## src/sv/lo3_pkg.sv

```systemverilog
// ----------------------------------------------------------------------------
// lo3_pkg
// Shared types and constants of the 3x3 Laplacian outline filter: request
// payloads, window column type, per-output control and register indexes.
// ----------------------------------------------------------------------------
`default_nettype none

package lo3_pkg;

    localparam int MAX_WIDTH_DEF    = 1024;
    localparam int MAX_HEIGHT_DEF   = 1024;
    localparam int FRAME_WIDTH_RST  = 640;
    localparam int FRAME_HEIGHT_RST = 480;

    localparam int CFG_IDX_W  = 2;
    localparam int CFG_DATA_W = 11;

    localparam int PIX_W    = 8;
    localparam int WIN_ROWS = 3;
    localparam int WIN_COLS = 3;

    // results held or in flight before the input side is stalled
    localparam int OUT_QUEUE_DEPTH = 4;

    localparam logic [CFG_IDX_W-1:0] CFG_FRAME_WIDTH  = CFG_IDX_W'(0);
    localparam logic [CFG_IDX_W-1:0] CFG_FRAME_HEIGHT = CFG_IDX_W'(1);

    typedef logic [PIX_W-1:0] t_pix;

    // one window column: [0] line above, [1] middle line, [2] current line
    typedef t_pix [WIN_ROWS-1:0] t_col3;

    typedef struct packed {
        logic mode;
        t_pix red_in;
    } t_in_item;

    typedef struct packed {
        t_pix gray_out;
        logic frame_last;
    } t_out_item;

    typedef struct packed {
        t_pix older;
        t_pix newer;
    } t_line_word;

    typedef struct packed {
        logic top_ok;
        logic bot_ok;
        logic left_ok;
        logic right_ok;
    } t_mask;

    typedef struct packed {
        t_mask mask;
        logic  last;
        logic  emit;
    } t_ctrl;

endpackage

`default_nettype wire

```

## src/sv/lo3_cell.sv

```systemverilog
// ----------------------------------------------------------------------------
// lo3_cell
// One column of the 3x3 window; takes its neighbour's column on each shift.
// ----------------------------------------------------------------------------
`default_nettype none

module lo3_cell (
    input  wire             i_clk,
    input  wire             i_rst_n,
    input  wire             i_shift,
    input  lo3_pkg::t_col3  i_col,
    output lo3_pkg::t_col3  o_col
);

    lo3_pkg::t_col3 r_col;

    always_ff @(posedge i_clk) begin
        if (!i_rst_n) begin
            r_col <= '0;
        end else if (i_shift) begin
            r_col <= i_col;
        end
    end

    assign o_col = r_col;

endmodule

`default_nettype wire

```

## config.mk

```make
export PLATFORM = sky130hd
export DESIGN_NAME = lo3_cell
export DESIGN_NICKNAME = d
export VERILOG_FILES = /design/src/sv/lo3_pkg.sv /design/src/sv/lo3_cell.sv
export SDC_FILE = /design/constraint.sdc
export NUM_CORES = 1
export LEC_CHECK = 0
export BUFFER_PORTS_ARGS = -buffer_cell sky130_fd_sc_hd__buf_2
export CORE_MARGIN = 2
export CORE_UTILIZATION = 40
export CTS_CLUSTER_SIZE = 12
export DETAILED_ROUTE_END_ITERATION = 6
export HOLD_SLACK_MARGIN = 0.15
export PLACE_DENSITY = 0.73
export SLEW_MARGIN = 25
export SYNTH_ARGS = -nofsm -noshare
export SYNTH_HDL_FRONTEND = slang
export SYNTH_SLANG_ARGS = --single-unit
```

## constraint.sdc

```tcl
create_clock -name i_clk -period 0.9 [get_ports i_clk]
set_clock_uncertainty 0.15 [all_clocks]
set_input_delay 0.045 -clock i_clk [delete_from_list [all_inputs] [get_ports i_clk]]
set_output_delay 0.045 -clock i_clk [all_outputs]
set_load 0.01 [all_outputs]
```

# After elaboration in Yosys (flattened, before gate mapping)
# Cells that the tools add are included.
dict set report totals {
  out_inout_bits 24
  register_bits 24
}

# Logic depth before layout (Yosys ltp)
dict set report depth {
  word_depth 0
  depth_mapped 4
  ltp_nobuf 2
}

# Least setup slack after synthesis
# OpenSTA, ideal clock, no wires.
dict set report synth_timing {
  path_type {input -> register}
  start {input port i_shift}
  end {register r_col (netlist bit o_col[0])}
  path_slack_ns 0.117
  stages 4
  arrival_time_ns 0.517
  n_path_buf 2
  path_cell_list {buf_6 -> buf_12 -> mux2i_1 -> nor2b_1}
}
# item line
set synth_rtl {}
lappend synth_rtl {{start, declared} lo3_cell.sv:10} ;# input wire i_shift,
lappend synth_rtl {{end signal, assigned} lo3_cell.sv:21} ;# r_col <= i_col;
lappend synth_rtl {{end, declared} lo3_cell.sv:15} ;# lo3_pkg::t_col3 r_col;

# Worst setup path after layout
dict set report layout_timing {
  start {register r_col (netlist bit o_col[3])}
  end {output port o_col[3] (netlist bit)}
}
# item line
set layout_rtl {}
lappend layout_rtl {{end, declared} lo3_cell.sv:12} ;# output lo3_pkg::t_col3 o_col
# No word-level cell between the ends.

==> impl_metrics.py <==
metrics = {
    "status": {
        "outcome": "finished, violations left",
        "violations": "negative hold slack, negative setup slack",
    },
    "placement": {
        "post_dp_cell_area_um2": 1196,
        "gp_congestion": 0.6622,
        "dp_slack_ns": 0.005150,
        "port_buffers": 50,
        "dp_cells": 152,
        "hpwl_mm": 1.328,
    },
    "drt": {
        "first_iter_violations": 1,
        "wire_per_inst_um": 12.64,
        "finalWirelength_mm": 2.326,
        "dr.pass1.iters": 3,
        "route.vias.total": 813,
        "avgViaCountPerCell": 4.418,
        "ant_nets": 0,
        "drc_errors": 0,
    },
    "sta": {
        "relSlewSlack_pct": 78.83,
        "period_share_pct": 108.2,
        "finalSetupTns_ns": -1.539,
        "hold_viol": 23,
        "slew_violations": 0,
        "fin_ws_ns": -0.07377,
        "max_freq_mhz": 1027,
        "worst_hold_slack_ns": -0.01323,
        "worst_pin_slew_ns": 0.3176,
        "grt_setup_unrepaired": "true",
        "layout_min_cycle_time_ns": 0.9738,
        "setup_viol": 25,
    },
    "synth": {
        "synth-seq-area-share_pct": 51.68,
        "synth.area.top_cells": "dfxtp_1 (52%), mux2i_1 (26%), nor2b_1 (16%)",
        "synth_fa_ha_area_share_pct": 0,
        "synthXorXnorAreaFrac_pct": 0,
        "synth-compound-area-share_pct": 0,
        "syn_inst": 77,
        "syn_area_um2": 929.6,
        "ys.warnings.count": 0,
        "synth_nets": 104,
        "yosys.area_share.simple_pct": 16.15,
        "synth_mux_area_share_pct": 25.84,
        "yosysTopAreaCell": "dfxtp_1",
        "synth_top_area_share_pct": 51.68,
        "ys_ff_latch": 24,
        "synth_top_family_by_area": "multiplexers",
        "synth_area_per_cell_um2": 12.07,
        "synth_cell_types": 6,
    },
    "setup_path": {
        "endpoint_kind": "output pin",
        "crit_fanout": 2,
        "crit_type": "flop to output pin",
        "cp.required_ns": 0.70,
        "startpoint_type": "flop",
        "r2r_start": "o_col[3]",
        "crit_buf_inv": 1,
        "critPathMaxStageDelay_ns": 0.37,
        "crit_arrival_ns": 0.78,
        "critPathLaunch": "o_col[3]",
        "path_cells": "buf_6",
        "cpMaxStageDelayCell": "dfxtp_2",
        "cpLargestDelayFamily": "flip-flops",
        "rrSetupSlack_ns": -0.01,
    },
    "global_route": {
        "grt_pass1_wl_mm": 3.629,
        "track_usage_pct": 18.24,
        "met1_usage_pct": 19.96,
        "antenna_found_initial": 0,
        "use_met2_pct": 34.18,
        "grt_max_degree": 25,
        "busiest_layer": "met2",
        "overflow": 0,
        "met3_usage_pct": 3.143,
        "grt_pass1_vias": 857,
    },
    "floorplanning": {
        "die_w_um": 52.21,
        "die_y_um": 52.21,
        "placementRows": 17,
        "die_area_um2": 2726,
        "initial_core_util_pct": 42.02,
        "coreArea_um2": 2212,
        "boundaryPins": 51,
    },
    "clock_network": {
        "cts_hold_buf": 24,
        "root_buffer": "clkbuf_4",
        "htree_levels": 1,
        "cts_tree": "yes",
        "cts_sinks": 24,
        "cts_buffer_depth": 2,
        "cts_buffers": 3,
        "clock_latency_ns": 0.31,
        "clk_pin_slew_ns": 0.13,
    },
    "min_path": {
        "hp-class": "input port to flop",
        "hp-start": "i_rst_n",
    },
    "layout": {
        "area_delta_synth_final_pct": 82.23,
        "fin_area_um2": 1694,
        "antenna_cells": 0,
        "instances_no_fill": 184,
        "drive_gt1_share_pct": 53.85,
        "finalNetCount": 184,
        "final_core_util_pct": 76.58,
        "nFillCells": 162,
        "largest_reg_flops": 24,
    },
    "power_and_ir_drop": {
        "p_total_mw": 2.238,
        "irDropWorstVdd_uv": 1116,
        "leakage_nw": 0.8026,
        "power.density_nw_per_um2": 1321,
    },
    "run": {
        "cap_violations": 0,
    },
}
-- worst paths after layout --
kind              end  depth (start not counted)
min          o_col[5]                          2
min reg2reg  o_col[9]                          2
max          o_col[3]                          1
max reg2reg  o_col[3]                          3
-- power by group --
group          internal, mW  leakage (nW)  switching, mW
logic                 0.329         0.575          0.165
registers              1.14         0.207         0.0460
clock network         0.247        0.0210          0.313
-- repair_timing --
action | 4_1_cts | 5_1_grt
endpoints found under the setup margin | 24 | 24
hold endpoints to repair | 24 | 24
resized for setup | 48 | 3
buffers inserted | 1 | 3
gates cloned | 0 | 0
-- cells in the final DEF, fill, tap and decap left out --
| cell | count |
|---|---|
| buf_4 | 1 |
| clkbuf_8 | 1 |
| buf_2 | 26 |
| dfxtp_2 | 24 |
| clkbuf_4 | 3 |
| buf_6 | 27 |
| dlygate4sd3_1 | 24 |
| nor2b_1 | 24 |
| mux2i_1 | 24 |
| buf_12 | 2 |
-- per-layer routing --
metal / routed length [µm] / part of all wire (%)
met5: 0 / 0
met4: 31 / 1.3
met3: 94 / 4.0
met2: 1325 / 57
met1: 875 / 38
-- cells in the mapped netlist, drive strengths merged --
cell type,instances
nor2b,24
clkbuf,2
buf,3
dfxtp,24
mux2i,24
-- layout make-up --
| type | instances | area (µm²) | share of cell area, % |
|---|---|---|---|
| clock buffers | 4 | 36.28 | 2.142 |
| multi-input cells | 48 | 390.4 | 23.04 |
| flip-flops and latches | 24 | 510.5 | 30.13 |
| well taps | 28 | 35.03 | 2.068 |
| repair buffers | 80 | 721.9 | 42.61 |
-- cells by family (layout without fill, tap and decap cells) --
logic type | after synthesis | in the layout
flops | 24 | 24
buf+inv | 5 | 84
simple gates | 24 | 24
mux | 24 | 24
No activity file was read; power rests on OpenSTA's default activity.
