$ cat src/sv/lo3_pkg.sv
// ----------------------------------------------------------------------------
// lo3_pkg
// Shared types and constants of the 3x3 Laplacian outline filter: request
// payloads, window column type, per-output control and register indexes.
// ----------------------------------------------------------------------------
`default_nettype none

package lo3_pkg;

    localparam int MAX_WIDTH_DEF    = 1024;
    localparam int MAX_HEIGHT_DEF   = 1024;
    localparam int FRAME_WIDTH_RST  = 640;
    localparam int FRAME_HEIGHT_RST = 480;

    localparam int CFG_IDX_W  = 2;
    localparam int CFG_DATA_W = 11;

    localparam int PIX_W    = 8;
    localparam int WIN_ROWS = 3;
    localparam int WIN_COLS = 3;

    // results held or in flight before the input side is stalled
    localparam int OUT_QUEUE_DEPTH = 4;

    localparam logic [CFG_IDX_W-1:0] CFG_FRAME_WIDTH  = CFG_IDX_W'(0);
    localparam logic [CFG_IDX_W-1:0] CFG_FRAME_HEIGHT = CFG_IDX_W'(1);

    typedef logic [PIX_W-1:0] t_pix;

    // one window column: [0] line above, [1] middle line, [2] current line
    typedef t_pix [WIN_ROWS-1:0] t_col3;

    typedef struct packed {
        logic mode;
        t_pix red_in;
    } t_in_item;

    typedef struct packed {
        t_pix gray_out;
        logic frame_last;
    } t_out_item;

    typedef struct packed {
        t_pix older;
        t_pix newer;
    } t_line_word;

    typedef struct packed {
        logic top_ok;
        logic bot_ok;
        logic left_ok;
        logic right_ok;
    } t_mask;

    typedef struct packed {
        t_mask mask;
        logic  last;
        logic  emit;
    } t_ctrl;

endpackage

`default_nettype wire

$ cat src/sv/lo3_kernel.sv
// ----------------------------------------------------------------------------
// lo3_kernel
// Outline kernel over the window: eight times the centre less the neighbours
// that lie inside the frame, clamped to a byte.
// ----------------------------------------------------------------------------
`default_nettype none

module lo3_kernel (
    input  lo3_pkg::t_col3  i_left,
    input  lo3_pkg::t_col3  i_center,
    input  lo3_pkg::t_col3  i_right,
    input  lo3_pkg::t_mask  i_mask,
    output lo3_pkg::t_pix   o_gray
);

    localparam int SUM_W    = 12;
    localparam int GRAY_MAX = 255;

    lo3_pkg::t_col3           w_cols [lo3_pkg::WIN_COLS];
    logic [lo3_pkg::WIN_COLS-1:0] w_col_ok;
    logic [lo3_pkg::WIN_ROWS-1:0] w_row_ok;
    logic signed [SUM_W-1:0]  w_sum;

    assign w_cols[0] = i_left;
    assign w_cols[1] = i_center;
    assign w_cols[2] = i_right;

    assign w_col_ok = {i_mask.right_ok, 1'b1, i_mask.left_ok};
    assign w_row_ok = {i_mask.bot_ok, 1'b1, i_mask.top_ok};

    always_comb begin
        w_sum = $signed({1'b0, i_center[1], 3'b000});
        for (int i = 0; i < lo3_pkg::WIN_COLS; i++) begin
            for (int k = 0; k < lo3_pkg::WIN_ROWS; k++) begin
                if (w_col_ok[i] && w_row_ok[k] && !(i == 1 && k == 1)) begin
                    w_sum = w_sum - $signed({4'b0000, w_cols[i][k]});
                end
            end
        end
    end

    always_comb begin
        if (w_sum < 0) begin
            o_gray = '0;
        end else if (w_sum > SUM_W'(GRAY_MAX)) begin
            o_gray = lo3_pkg::PIX_W'(GRAY_MAX);
        end else begin
            o_gray = w_sum[lo3_pkg::PIX_W-1:0];
        end
    end

endmodule

`default_nettype wire

$ cat config.mk
export PLATFORM = sky130hd
export DESIGN_NAME = lo3_kernel
export DESIGN_NICKNAME = d
export VERILOG_FILES = /design/src/sv/lo3_pkg.sv /design/src/sv/lo3_kernel.sv
export SDC_FILE = /design/constraint.sdc
export NUM_CORES = 1
export LEC_CHECK = 0
export BUFFER_PORTS_ARGS = -buffer_cell sky130_fd_sc_hd__clkbuf_2
export CORE_MARGIN = 5
export CORE_UTILIZATION = 45
export DETAILED_ROUTE_END_ITERATION = 7
export PLACE_DENSITY = 0.66
export SKIP_LAST_GASP = 1
export SYNTH_ARGS = -nofsm -noshare
export SYNTH_HDL_FRONTEND = slang
export SYNTH_SLANG_ARGS = --single-unit
$ cat constraint.sdc
create_clock -name vclk -period 15
set_clock_uncertainty 0.1 [all_clocks]
set_input_delay 2.25 -clock vclk [all_inputs]
set_output_delay 2.25 -clock vclk [all_outputs]
set_load 0.01 [all_outputs]
Word level (Yosys, flattened, before mapping). Index checks and enable logic that the tools add are counted.

Bits in registers: 0. Output and inout bits: 8. Logic and storage cells: 24.

$add $sub $neg: 8. Order comparisons: 2. Mux-type cells: 10. Reductions and logical operators: 4.

Operator list (number): $mux 12 (8); $sub 12x9->12 (7); $mux 8 (2); $gt 12x9->1 const B (1); $lt 12x1->1 const B (1); $sub 11x8->12 (1); $logic_and 1x1->1 (4).

Depth between registers and ports, before layout. Gate-level depths: netlist of run 1.

Depth in word-level cells: 19. Gate-level depth with buffers: 44. Gate-level depth less buffers: 43.

Worst setup path after synthesis of run 1. OpenSTA, ideal clock, no wires.

Path kind: input -> output. Start point: input port i_mask[3] in the netlist's numbering. End point: output port o_gray[2]. Arrival: 9.815 ns. Path slack: 2.835 ns. Cell stages on the path: 37. Path buffers: 2. Cells stage by stage: buf_2 buf_1 nand3_1 ha_1 fa_1 nor2b_1 fa_1 nand2_1 o21ai_0 and2_1 fa_1 mux2_2 fa_1 xnor2_1 nor2_1 a21oi_1 inv_1 ha_1 o21a_1 or2_2 xnor2_1 o21ai_0 ha_1 a21boi_0 o21a_1 o21ai_0 nand2b_1 a21oi_1 xnor2_1 mux2_2 ha_1 a211oi_1 nand2_1 or3b_1 o21ai_2 o2111ai_1 and3_1.

Longest elaborated chain between the ends: 19. Elaborated cells between the ends (all ways): 21.

RTL lines: from (decl) (line lo3_kernel.sv:12) `input lo3_pkg::t_mask i_mask,`; $logic_and 1x1->1 (line lo3_kernel.sv:35) `if (w_col_ok[i] && w_row_ok[k] && !(i == 1 && k == 1)) begin`; $mux 12 (line lo3_kernel.sv:35); $sub 12x9->12 (line lo3_kernel.sv:36) `w_sum = w_sum - $signed({4'b0000, w_cols[i][k]});`; $mux 12 (line lo3_kernel.sv:35); $sub 12x9->12 (line lo3_kernel.sv:36); $mux 12 (line lo3_kernel.sv:35); $sub 12x9->12 (line lo3_kernel.sv:36); $mux 12 (line lo3_kernel.sv:35); [3 not listed]; $mux 12 (*) (line lo3_kernel.sv:35); $sub 12x9->12 (line lo3_kernel.sv:36); $mux 12 (*) (line lo3_kernel.sv:35); $sub 12x9->12 (line lo3_kernel.sv:36); $mux 12 (*) (line lo3_kernel.sv:35); $gt 12x9->1 (line lo3_kernel.sv:45) `end else if (w_sum > SUM_W'(GRAY_MAX)) begin`; $mux 8 (line lo3_kernel.sv:45); $mux 8 (*) (line lo3_kernel.sv:43) `if (w_sum < 0) begin`; to (decl) (line lo3_kernel.sv:13) `output lo3_pkg::t_pix o_gray`.

Every way passes the cells marked *; elsewhere a longest branch is shown, timed or not.

Final worst setup path of run 1.
Start point: input port i_mask[1] in the netlist's numbering. End point: output port o_gray[3].

Longest elaborated chain between the ends: 19. Elaborated cells between the ends (all ways): 21.

RTL lines (line): $logic_and 1x1->1 (lo3_kernel.sv:35); $mux 12 (lo3_kernel.sv:35); $sub 12x9->12 (lo3_kernel.sv:36); $mux 12 (lo3_kernel.sv:35); $sub 12x9->12 (lo3_kernel.sv:36); $mux 12 (*) (lo3_kernel.sv:35); $sub 12x9->12 (lo3_kernel.sv:36); $mux 12 (*) (lo3_kernel.sv:35); [3 not listed]; $mux 12 (*) (lo3_kernel.sv:35); $sub 12x9->12 (lo3_kernel.sv:36); $mux 12 (*) (lo3_kernel.sv:35); $sub 12x9->12 (lo3_kernel.sv:36); $mux 12 (*) (lo3_kernel.sv:35); $gt 12x9->1 (lo3_kernel.sv:45); $mux 8 (lo3_kernel.sv:45); $mux 8 (*) (lo3_kernel.sv:43).

Marked as above.

==> load_flow_metrics.sql, run 1 <==
INSERT INTO impl_metrics (metric_group, metric, value, unit) VALUES
('cells_and_area', 'final_layout_size_suffix_gt1_frac', '0.208', ''),
('critical_path', 'crit_path_frequent_cell', 'sky130_fd_sc_hd__ha_1', ''),
('cells_and_area', 'diodes', '0', ''),
('yosys', 'postSynthCellCount', '582', ''),
('placed_design', 'detailedPlacementHpwl', '9210', 'µm'),
('detailed_routing', 'route.final.wire_length', '10500', 'µm'),
('sta', 'layout_min_cycle_time', '13140', 'ps'),
('detailed_routing', 'drt_pass1_iterations', '5', ''),
('detailed_routing', 'detailroute.via_count', '4223', ''),
('run_status', 'status', 'finished, final reports clean', ''),
('cells_and_area', 'layout_common_cells', 'sky130_fd_sc_hd__clkbuf_2 (84), sky130_fd_sc_hd__inv_1 (81), sky130_fd_sc_hd__ha_1 (62), sky130_fd_sc_hd__nand2_1 (46), sky130_fd_sc_hd__o21ai_0 (41)', ''),
('detailed_routing', 'remaining_drc_errors', '0', ''),
('sta', 'finalCritPeriodShare', '0.876', ''),
('sta', 'grt_setup_unrepaired', 'false', ''),
('yosys', 'share_of_the_synthesized_area_in_the_top_cell_type', '0.186', ''),
('power', 'leakagePower', '2.42', 'nW'),
('cells_and_area', 'number_of_fill_cells', '948', ''),
('cells_and_area', 'seq_cells', '0', ''),
('power', 'vdd_ir_drop_max', '64.0', 'µV'),
('cells_and_area', 'n_clock_buffer', '0', ''),
('critical_path', 'crit_fanout', '20', ''),
('cells_and_area', 'postLayoutCoreUtil', '0.513', ''),
('critical_path', 'setup.worst_path.class', 'input port to output pin', ''),
('cells_and_area', 'area.growth.synth_to_final', '12.3', '%'),
('global_route', 'grt_start_max_net_pins', '23', ''),
('critical_path', 'timing.critical_path.to_type', 'output pin', ''),
('critical_path', 'cp.required', '12650', 'ps'),
('yosys', 'synth_top_cells_by_area', 'sky130_fd_sc_hd__ha_1 (19%), sky130_fd_sc_hd__xnor2_1 (7.6%), sky130_fd_sc_hd__inv_1 (7.3%)', ''),
('global_route', 'first_global_vias', '4227', ''),
('floorplanning', 'num_rows', '35', ''),
('floorplanning', 'dieWidth', '106', 'µm'),
('yosys', 'synth.yosys.seq_area_share', '0', ''),
('sta', 'hold_violations', '0', ''),
('placed_design', 'placedCellCount', '766', ''),
('placed_design', 'portBuffers', '84', ''),
('detailed_routing', 'antenna_violating_nets_post_route', '0', ''),
('clocking', 'cts_hold_repair.buffers', '0', ''),
('critical_path', 'critical-path-max-stage-delay', '370', 'ps'),
('worst_hold_path', 'hold_crit_path_type', 'input port to output pin', ''),
('yosys', 'netlist.top_cell.by_area', 'sky130_fd_sc_hd__ha_1', ''),
('yosys', 'synth_cell_types', '71', ''),
('cells_and_area', 'mostFrequentLayoutCell', 'sky130_fd_sc_hd__clkbuf_2', ''),
('cells_and_area', 'layout.cells.non_filler', '766', ''),
('power', 'power-per-cell-area', '152', 'nW/µm²'),
('placed_design', 'gpl.final_weighted_congestion', '0.863', ''),
('global_route', 'grt_antenna_before_repair', '0', ''),
('cells_and_area', 'nNetsFinal', '802', ''),
('floorplanning', 'pin_count', '84', ''),
('yosys', 'synth_nets', '727', ''),
('flow_run', 'drv_cap', '0', ''),
('global_route', 'grt_util_all_layers', '0.187', ''),
('critical_path', 'critical_path.slowest_cell', 'sky130_fd_sc_hd__or3b_1', ''),
('sta', 'final-setup-viol-count', '0', ''),
('detailed_routing', 'routed_via_density', '5.51', ''),
('yosys', 'avgSynthCellArea', '7.15', 'µm²'),
('cells_and_area', 'register_area', '0', 'µm²'),
('detailed_routing', 'per_cell_routed_wire_length', '13.7', 'µm'),
('sta', 'maxClockFrequency', '0.0761', 'GHz'),
('sta', 'drv_slew', '0', ''),
('sta', 'timing.max_slew.rel_slack', '0.642', ''),
('floorplanning', 'floorplan.initialDensity', '0.457', ''),
('global_route', 'globalRoute.totalOverflow', '0', ''),
('yosys', 'ys.warnings.count', '0', ''),
('clocking', 'postCtsResizedCells', '0', ''),
('floorplanning', 'dieHeight', '106', 'µm'),
('sta', 'tightest_slew', '536', 'ps'),
('floorplanning', 'die_area', '11300', 'µm²'),
('detailed_routing', 'drt_iter0_markers', '175', ''),
('critical_path', 'worst-path-buf-inv', '3', ''),
('floorplanning', 'core_area', '9110', 'µm²'),
('critical_path', 'worst_setup_path_start_kind', 'input port', ''),
('critical_path', 'crit_arrival', '10790', 'ps'),
('yosys', 'post_synth_instance_area', '4160', 'µm²'),
('critical_path', 'critPathTopFamily', 'compound AO/OA/AOI/OAI gates', ''),
('clocking', 'cts_post_setup_buffers_inserted', '0', ''),
('global_route', 'grt_first_pass_wirelength', '18400', 'µm'),
('sta', 'timing.setup.tns', '0', 'ps');
-- path summary, 6_finish.rpt --
kind / slack, ps / start / cells after the start / to
min: 5130 / i_right[16] / 6 / o_gray[0]
max: 1860 / i_mask[1] / 41 / o_gray[3]
-- layer usage --
layer | share of wire | up-vias | global-route usage | wire [µm]
met5 | 0 | - | 0 | 0
met4 | 0.015 | 0 | 0.0305 | 161
met3 | 0.035 | 14 | 0.00729 | 364
met2 | 0.47 | 85 | 0.326 | 4920
met1 | 0.48 | 1933 | 0.261 | 5060
li1 | - | 2191 | - | -
-- cells by family (layout without fill, tap and decap cells) --
| kind of cell | Yosys count | in the layout | synth area share |
|---|---|---|---|
| and+or+nand+nor | 170 | 170 | 0.214 |
| AOI/OAI and AO/OA | 169 | 169 | 0.282 |
| buffers and inverters | 93 | 166 | 0.0854 |
| adders and majority gates | 69 | 69 | 0.220 |
| xor gates and xnor gates | 53 | 53 | 0.125 |
| muxes | 28 | 28 | 0.0749 |
-- report_power, final --
part / switching (mW) / internal, mW / leakage (nW)
sequential: 0 / 0 / 0
clock: 0 / 0 / 0
combinational: 0.381 / 0.327 / 2.42
-- per-stage QoR --
step	worst slack (ps)	cell area [µm²]	hold WS [ps]	power, mW
final	1860	4670	5130	0.708
after detailed placement	1930	4670	5120	0.704
after CTS	1930	4670	5120	0.708
after global placement	2280	4670	5090	0.684
after floorplan	2840	4160	4890	0.555
after global routing	1020	4670	5150	0.795
-- cells in the mapped netlist, types with 2 or more instances --
library cell	n
sky130_fd_sc_hd__inv_1	81
sky130_fd_sc_hd__ha_1	62
sky130_fd_sc_hd__nand2_1	46
sky130_fd_sc_hd__o21ai_0	41
sky130_fd_sc_hd__a21oi_1	37
sky130_fd_sc_hd__xnor2_1	36
sky130_fd_sc_hd__nor2_1	29
sky130_fd_sc_hd__mux2_2	21
sky130_fd_sc_hd__nor2b_1	20
sky130_fd_sc_hd__a21o_1	16
sky130_fd_sc_hd__o21a_1	15
sky130_fd_sc_hd__xor2_1	13
sky130_fd_sc_hd__nand2b_1	11
sky130_fd_sc_hd__nand3_1	11
sky130_fd_sc_hd__and3_1	10
sky130_fd_sc_hd__nor3_1	10
sky130_fd_sc_hd__fa_1	7
sky130_fd_sc_hd__and2_1	6
sky130_fd_sc_hd__clkbuf_1	6
sky130_fd_sc_hd__mux2i_1	6
sky130_fd_sc_hd__or2_2	6
sky130_fd_sc_hd__a211oi_1	5
sky130_fd_sc_hd__a21boi_0	5
sky130_fd_sc_hd__a31oi_1	5
sky130_fd_sc_hd__nor4_1	5
sky130_fd_sc_hd__o2111ai_1	5
sky130_fd_sc_hd__o211ai_1	5
sky130_fd_sc_hd__o21bai_1	4
sky130_fd_sc_hd__o31ai_1	4
sky130_fd_sc_hd__a211o_1	3
sky130_fd_sc_hd__o22ai_1	3
sky130_fd_sc_hd__a2bb2oi_1	2
sky130_fd_sc_hd__and2b_2	2
sky130_fd_sc_hd__buf_1	2
sky130_fd_sc_hd__buf_2	2
sky130_fd_sc_hd__nand3b_1	2
sky130_fd_sc_hd__o21ba_2	2
sky130_fd_sc_hd__or3b_1	2
sky130_fd_sc_hd__xnor3_2	2
-- tightest hold or removal path, delay by kind of cell --
kind          cells  cell delay [ps]
fa+ha+maj         1              110
buf+inv           2              200
mux               1              140
simple gates      2              270
-- cell type report --
| type | instances | area (µm²) | share of cell area |
|---|---|---|---|
| multi-input cells | 489 | 3800 | 0.814 |
| well taps | 111 | 139 | 0.0297 |
| repair buffers | 84 | 420 | 0.0900 |
| inverters | 82 | 308 | 0.0659 |
(Power assumes the default switching activity.)
==> run 2, diff against run 1 <==
clock period = 14.1 ns   (was 15 ns; I/O delays follow)
==> load_flow_metrics.sql, run 2 (synthesis gave the netlist of run 1 again) <==
INSERT INTO impl_metrics (metric_group, metric, value, unit) VALUES
('worst_hold_path', 'hold_depth', '6', ''),
('cells_and_area', 'nNetsFinal', '802', ''),
('floorplanning', 'die_area', '11300', 'µm²'),
('critical_path', 'critical-path-max-stage-delay', '370', 'ps'),
('critical_path', 'crit_path_frequent_cell', 'sky130_fd_sc_hd__ha_1', ''),
('floorplanning', 'floorplan.initialDensity', '0.457', ''),
('power', 'leakagePower', '2.42', 'nW'),
('sta', 'timing.max_slew.rel_slack', '0.646', ''),
('critical_path', 'crit_arrival', '10600', 'ps'),
('clocking', 'postCtsResizedCells', '0', ''),
('worst_hold_path', 'hold_end', 'o_gray[0]', ''),
('cells_and_area', 'n_clock_buffer', '0', ''),
('sta', 'layout_min_cycle_time', '12810', 'ps'),
('clocking', 'cts_post_setup_buffers_inserted', '0', ''),
('floorplanning', 'pin_count', '84', ''),
('detailed_routing', 'detailroute.via_count', '4166', ''),
('sta', 'hold_violations', '0', ''),
('placed_design', 'placedCellCount', '766', ''),
('run_status', 'status', 'finished, final reports clean', ''),
('critical_path', 'worst_setup_path_start_kind', 'input port', ''),
('power', 'power-per-cell-area', '161', 'nW/µm²'),
('global_route', 'globalRoute.totalOverflow', '0', ''),
('global_route', 'first_global_vias', '4219', ''),
('clocking', 'cts_hold_repair.buffers', '0', ''),
('placed_design', 'detailedPlacementHpwl', '9180', 'µm'),
('sta', 'final-setup-viol-count', '0', ''),
('detailed_routing', 'remaining_drc_errors', '0', ''),
('worst_hold_path', 'hold_crit_path_type', 'input port to output pin', ''),
('placed_design', 'gpl.final_weighted_congestion', '0.863', ''),
('global_route', 'grt_first_pass_wirelength', '18200', 'µm'),
('cells_and_area', 'final_layout_size_suffix_gt1_frac', '0.208', ''),
('critical_path', 'crit_fanout', '20', ''),
('detailed_routing', 'per_cell_routed_wire_length', '13.7', 'µm'),
('detailed_routing', 'drt_pass1_iterations', '4', ''),
('flow_run', 'drv_cap', '0', ''),
('sta', 'timing.setup.tns', '0', 'ps'),
('sta', 'grt_setup_unrepaired', 'false', ''),
('floorplanning', 'num_rows', '35', ''),
('placed_design', 'pre_cts_ws', '1340', 'ps'),
('cells_and_area', 'diodes', '0', ''),
('critical_path', 'critical_path.slowest_cell', 'sky130_fd_sc_hd__or3b_1', ''),
('sta', 'drv_slew', '0', ''),
('sta', 'finalCritPeriodShare', '0.909', ''),
('critical_path', 'timing.critical_path.to_type', 'output pin', ''),
('floorplanning', 'dieWidth', '106', 'µm'),
('detailed_routing', 'antenna_violating_nets_post_route', '0', ''),
('power', 'vdd_ir_drop_max', '71.6', 'µV'),
('detailed_routing', 'drt_iter0_markers', '171', ''),
('cells_and_area', 'layout_common_cells', 'sky130_fd_sc_hd__clkbuf_2 (84), sky130_fd_sc_hd__inv_1 (81), sky130_fd_sc_hd__ha_1 (62), sky130_fd_sc_hd__nand2_1 (46), sky130_fd_sc_hd__o21ai_0 (41)', ''),
('cells_and_area', 'seq_cells', '0', ''),
('cells_and_area', 'register_area', '0', 'µm²'),
('sta', 'post-route-worst-setup-slack', '1290', 'ps'),
('global_route', 'grt_util_all_layers', '0.186', ''),
('detailed_routing', 'routed_via_density', '5.44', ''),
('sta', 'tightest_slew', '530', 'ps'),
('placed_design', 'portBuffers', '84', ''),
('detailed_routing', 'route.final.wire_length', '10500', 'µm'),
('critical_path', 'setup.worst_path.class', 'input port to output pin', ''),
('global_route', 'grt_antenna_before_repair', '0', ''),
('cells_and_area', 'layout.cells.non_filler', '766', ''),
('cells_and_area', 'area.growth.synth_to_final', '12.3', '%'),
('floorplanning', 'dieHeight', '106', 'µm'),
('worst_hold_path', 'worst_hold_startpoint', 'i_right[16]', ''),
('global_route', 'grt_start_max_net_pins', '23', ''),
('floorplanning', 'core_area', '9110', 'µm²'),
('cells_and_area', 'mostFrequentLayoutCell', 'sky130_fd_sc_hd__clkbuf_2', ''),
('sta', 'maxClockFrequency', '0.0781', 'GHz'),
('critical_path', 'cp.required', '11890', 'ps');
[run 2: cell counts in the layout (fill, tap and decap cells not counted)]
No cell type changed its count.
[run 2: critical path, delay by kind of cell]
kind,cells,cell delay [ps]
compound gates,17,2960
fa+ha+maj,7,2220
simple gates,8,1510
mux,3,820
buf+inv,3,550
xor+xnor,3,390
[run 2: layer usage]
layer | global-route usage | up-vias | share of wire
li1 | - | 2187 | -
met1 | 0.255 | 1901 | 0.49
met2 | 0.334 | 70 | 0.47
met3 | 0.00486 | 8 | 0.032
met4 | 0.0213 | 0 | 0.0089
met5 | 0 | - | 0
[run 2: worst max path at each step]
stage                          from        end  cells after the start
after floorplan           i_mask[3]  o_gray[2]                     37
after global placement    i_mask[3]  o_gray[5]                     37
after detailed placement  i_mask[1]  o_gray[3]                     41
after CTS                 i_mask[1]  o_gray[3]                     41
after global routing      i_mask[1]  o_gray[2]                     42
final                     i_mask[1]  o_gray[5]                     41
[run 2: area by class of cell]
type / count / area [µm²]
Inverter: 82 / 308
Multi-Input combinational cell: 489 / 3800
Fill cell: 947 / 4440
Tap cell: 111 / 139
Timing Repair Buffer: 84 / 420
[run 2: per-stage QoR]
step | area (µm²) | utilization | hold WS (ps) | power (mW)
floorplan | 4160 | - | 4620 | 0.591
global placement | 4670 | 0.513 | 4820 | 0.728
detailed placement | 4670 | 0.513 | 4830 | 0.749
CTS | 4670 | 0.513 | 4850 | 0.753
global route | 4670 | 0.513 | 4890 | 0.846
finish | 4670 | 0.513 | 4850 | 0.752
[run 2: where the power goes]
group | internal [mW] | leakage (nW) | switching [mW]
sequential | 0 | 0 | 0
clock | 0 | 0 | 0
combinational | 0.348 | 2.42 | 0.404
==> run 3, diff against run 2 <==
ABC_AREA = 1   (was not set)
PLACE_DENSITY = 0.67   (was 0.66)
==> load_flow_metrics.sql, run 3 <==
INSERT INTO impl_metrics (metric_group, metric, value, unit) VALUES
('critical_path', 'crit_fanout', '14', ''),
('cells_and_area', 'n_clock_buffer', '0', ''),
('detailed_routing', 'antenna_violating_nets_post_route', '0', ''),
('yosys', 'netlist.top_cell.by_area', 'sky130_fd_sc_hd__ha_1', ''),
('yosys', 'synth_top_cells_by_area', 'sky130_fd_sc_hd__ha_1 (19%), sky130_fd_sc_hd__nand2_1 (18%), sky130_fd_sc_hd__inv_1 (14%)', ''),
('cells_and_area', 'final_layout_size_suffix_gt1_frac', '0.154', ''),
('detailed_routing', 'route.final.wire_length', '10100', 'µm'),
('critical_path', 'critical-path-max-stage-delay', '420', 'ps'),
('global_route', 'grt_start_max_net_pins', '17', ''),
('yosys', 'share_of_the_synthesized_area_in_the_top_cell_type', '0.188', ''),
('sta', 'grt_setup_unrepaired', 'false', ''),
('detailed_routing', 'per_cell_routed_wire_length', '10.7', 'µm'),
('critical_path', 'launching_element_of_the_worst_setup_path', 'i_mask[1]', ''),
('yosys', 'synth_nets', '900', ''),
('global_route', 'grt_antenna_before_repair', '0', ''),
('floorplanning', 'num_rows', '35', ''),
('critical_path', 'crit_path_frequent_cell', 'sky130_fd_sc_hd__ha_1', ''),
('flow_run', 'drv_cap', '0', ''),
('global_route', 'grt_first_pass_wirelength', '17900', 'µm'),
('sta', 'final-setup-viol-count', '0', ''),
('sta', 'maxClockFrequency', '0.0805', 'GHz'),
('sta', 'layout_min_cycle_time', '12420', 'ps'),
('yosys', 'yosysMostFrequentCell', 'sky130_fd_sc_hd__nand2_1', ''),
('floorplanning', 'dieWidth', '106', 'µm'),
('cells_and_area', 'area.growth.synth_to_final', '12.8', '%'),
('critical_path', 'timing.critical_path.to_type', 'output pin', ''),
('yosys', 'synth.yosys.seq_area_share', '0', ''),
('cells_and_area', 'seq_cells', '0', ''),
('cells_and_area', 'layout_common_cells', 'sky130_fd_sc_hd__nand2_1 (200), sky130_fd_sc_hd__inv_1 (159), sky130_fd_sc_hd__clkbuf_2 (84), sky130_fd_sc_hd__nor2_1 (69), sky130_fd_sc_hd__ha_1 (62)', ''),
('power', 'power-per-cell-area', '97.1', 'nW/µm²'),
('cells_and_area', 'mostFrequentLayoutCell', 'sky130_fd_sc_hd__nand2_1', ''),
('cells_and_area', 'diodes', '0', ''),
('placed_design', 'pre_cts_ws', '1650', 'ps'),
('yosys', 'postSynthCellCount', '755', ''),
('detailed_routing', 'drt_pass1_iterations', '4', ''),
('worst_hold_path', 'worst_hold_startpoint', 'i_right[16]', ''),
('floorplanning', 'die_area', '11200', 'µm²'),
('run_status', 'status', 'finished, final reports clean', ''),
('floorplanning', 'dieHeight', '106', 'µm'),
('critical_path', 'worst_setup_path_start_kind', 'input port', ''),
('cells_and_area', 'register_area', '0', 'µm²'),
('power', 'vdd_ir_drop_max', '29.9', 'µV'),
('yosys', 'ys.warnings.count', '0', ''),
('detailed_routing', 'remaining_drc_errors', '0', ''),
('sta', 'post-route-worst-setup-slack', '1680', 'ps'),
('clocking', 'postCtsResizedCells', '0', ''),
('sta', 'drv_slew', '0', ''),
('global_route', 'first_global_vias', '4557', ''),
('yosys', 'synth_cell_types', '36', ''),
('global_route', 'grt_util_all_layers', '0.180', ''),
('sta', 'timing.setup.tns', '0', 'ps'),
('global_route', 'globalRoute.totalOverflow', '0', ''),
('sta', 'hold_violations', '0', ''),
('detailed_routing', 'routed_via_density', '4.98', ''),
('floorplanning', 'pin_count', '84', ''),
('placed_design', 'detailedPlacementHpwl', '9170', 'µm'),
('detailed_routing', 'drt_iter0_markers', '128', ''),
('floorplanning', 'core_area', '9060', 'µm²'),
('clocking', 'cts_post_setup_buffers_inserted', '0', ''),
('sta', 'finalCritPeriodShare', '0.881', ''),
('clocking', 'cts_hold_repair.buffers', '0', ''),
('floorplanning', 'floorplan.initialDensity', '0.455', ''),
('placed_design', 'gpl.final_weighted_congestion', '0.931', ''),
('critical_path', 'setup.worst_path.class', 'input port to output pin', ''),
('critical_path', 'crit_arrival', '10210', 'ps'),
('power', 'leakagePower', '2.94', 'nW'),
('sta', 'final.hold.worst_slack', '4670', 'ps'),
('yosys', 'post_synth_instance_area', '4120', 'µm²'),
('detailed_routing', 'detailroute.via_count', '4695', ''),
('critical_path', 'critical_path.slowest_cell', 'sky130_fd_sc_hd__fa_1', ''),
('yosys', 'netlist_top_cells_count', 'sky130_fd_sc_hd__nand2_1 (200), sky130_fd_sc_hd__inv_1 (159), sky130_fd_sc_hd__nor2_1 (69)', ''),
('yosys', 'avgSynthCellArea', '5.46', 'µm²'),
('placed_design', 'portBuffers', '84', ''),
('cells_and_area', 'nNetsFinal', '978', ''),
('sta', 'tightest_slew', '499', 'ps'),
('worst_hold_path', 'hold_crit_path_type', 'input port to output pin', ''),
('critical_path', 'cp.required', '11890', 'ps'),
('sta', 'timing.max_slew.rel_slack', '0.667', '');
==> run 3: changes by cell type after synthesis, moves of 10 or more <==
cell                       before  now
sky130_fd_sc_hd__a21o_1        16    0
sky130_fd_sc_hd__a21oi_1       37   50
sky130_fd_sc_hd__and3_1        10    0
sky130_fd_sc_hd__inv_1         81  159
sky130_fd_sc_hd__mux2_2        21    0
sky130_fd_sc_hd__nand2_1       46  200
sky130_fd_sc_hd__nand2_2        1   18
sky130_fd_sc_hd__nand2b_1      11    0
sky130_fd_sc_hd__nand3_1       11   38
sky130_fd_sc_hd__nand3_2        0   10
sky130_fd_sc_hd__nor2_1        29   69
sky130_fd_sc_hd__nor2b_1       20    0
sky130_fd_sc_hd__o21a_1        15    1
sky130_fd_sc_hd__xnor2_1       36   16
==> run 3: cell type report <==
type               count  area [µm²]
fillers              990        4420
multi-input cells    586        3490
inverters            161         604
repair buffers        84         420
well taps            111         139
==> run 3: critical path: cells and delay by family <==
| kind | cells | cell delay [ps] |
|---|---|---|
| AOI/OAI and AO/OA | 14 | 2710 |
| buffers and inverters | 8 | 970 |
| and+or+nand+nor | 9 | 1140 |
| adders and majority gates | 8 | 2590 |
| xor gates and xnor gates | 4 | 650 |
==> run 3: metal layers <==
metal  up-vias  global-route usage  wire length (µm)
met4         0              0.0111                38
met2        85               0.364              5150
met1      2058               0.215              4540
met3         4              0.0104               384
met5         -                   0                 0
li1       2548                   -                 -
==> run 3: worst paths after layout <==
check	to	slack, ps	cells past startpoint
max	o_gray[1]	1680	43
min	o_gray[0]	4670	6
==> run 3: logic make-up (layout without fill, tap and decap cells) <==
group / Yosys count / after routing / synth area share
AND/OR/NAND/NOR: 365 / 365 / 0.396
buffers and inverters: 169 / 245 / 0.154
AO/OA/AOI/OAI: 121 / 121 / 0.162
adder cells (fa/ha/maj): 69 / 69 / 0.222
XOR/XNOR: 30 / 30 / 0.0638
multiplexers: 1 / 1 / 0.00243
==> run 3: stage by stage <==
step / power (mW) / instances / area (µm²) / utilization
floorplan: 0.354 / 755 / 4120 / -
global placement: 0.435 / 942 / 4650 / 0.513
detailed placement: 0.451 / 942 / 4650 / 0.513
CTS: 0.454 / 942 / 4650 / 0.513
global route: 0.519 / 942 / 4650 / 0.513
finish: 0.451 / 942 / 4650 / 0.513
==> run 3: report_power, final <==
group / internal (mW) / switching, mW / leakage (nW) / total [mW]
logic: 0.180 / 0.272 / 2.94 / 0.451
registers: 0 / 0 / 0 / 0
clock network: 0 / 0 / 0 / 0
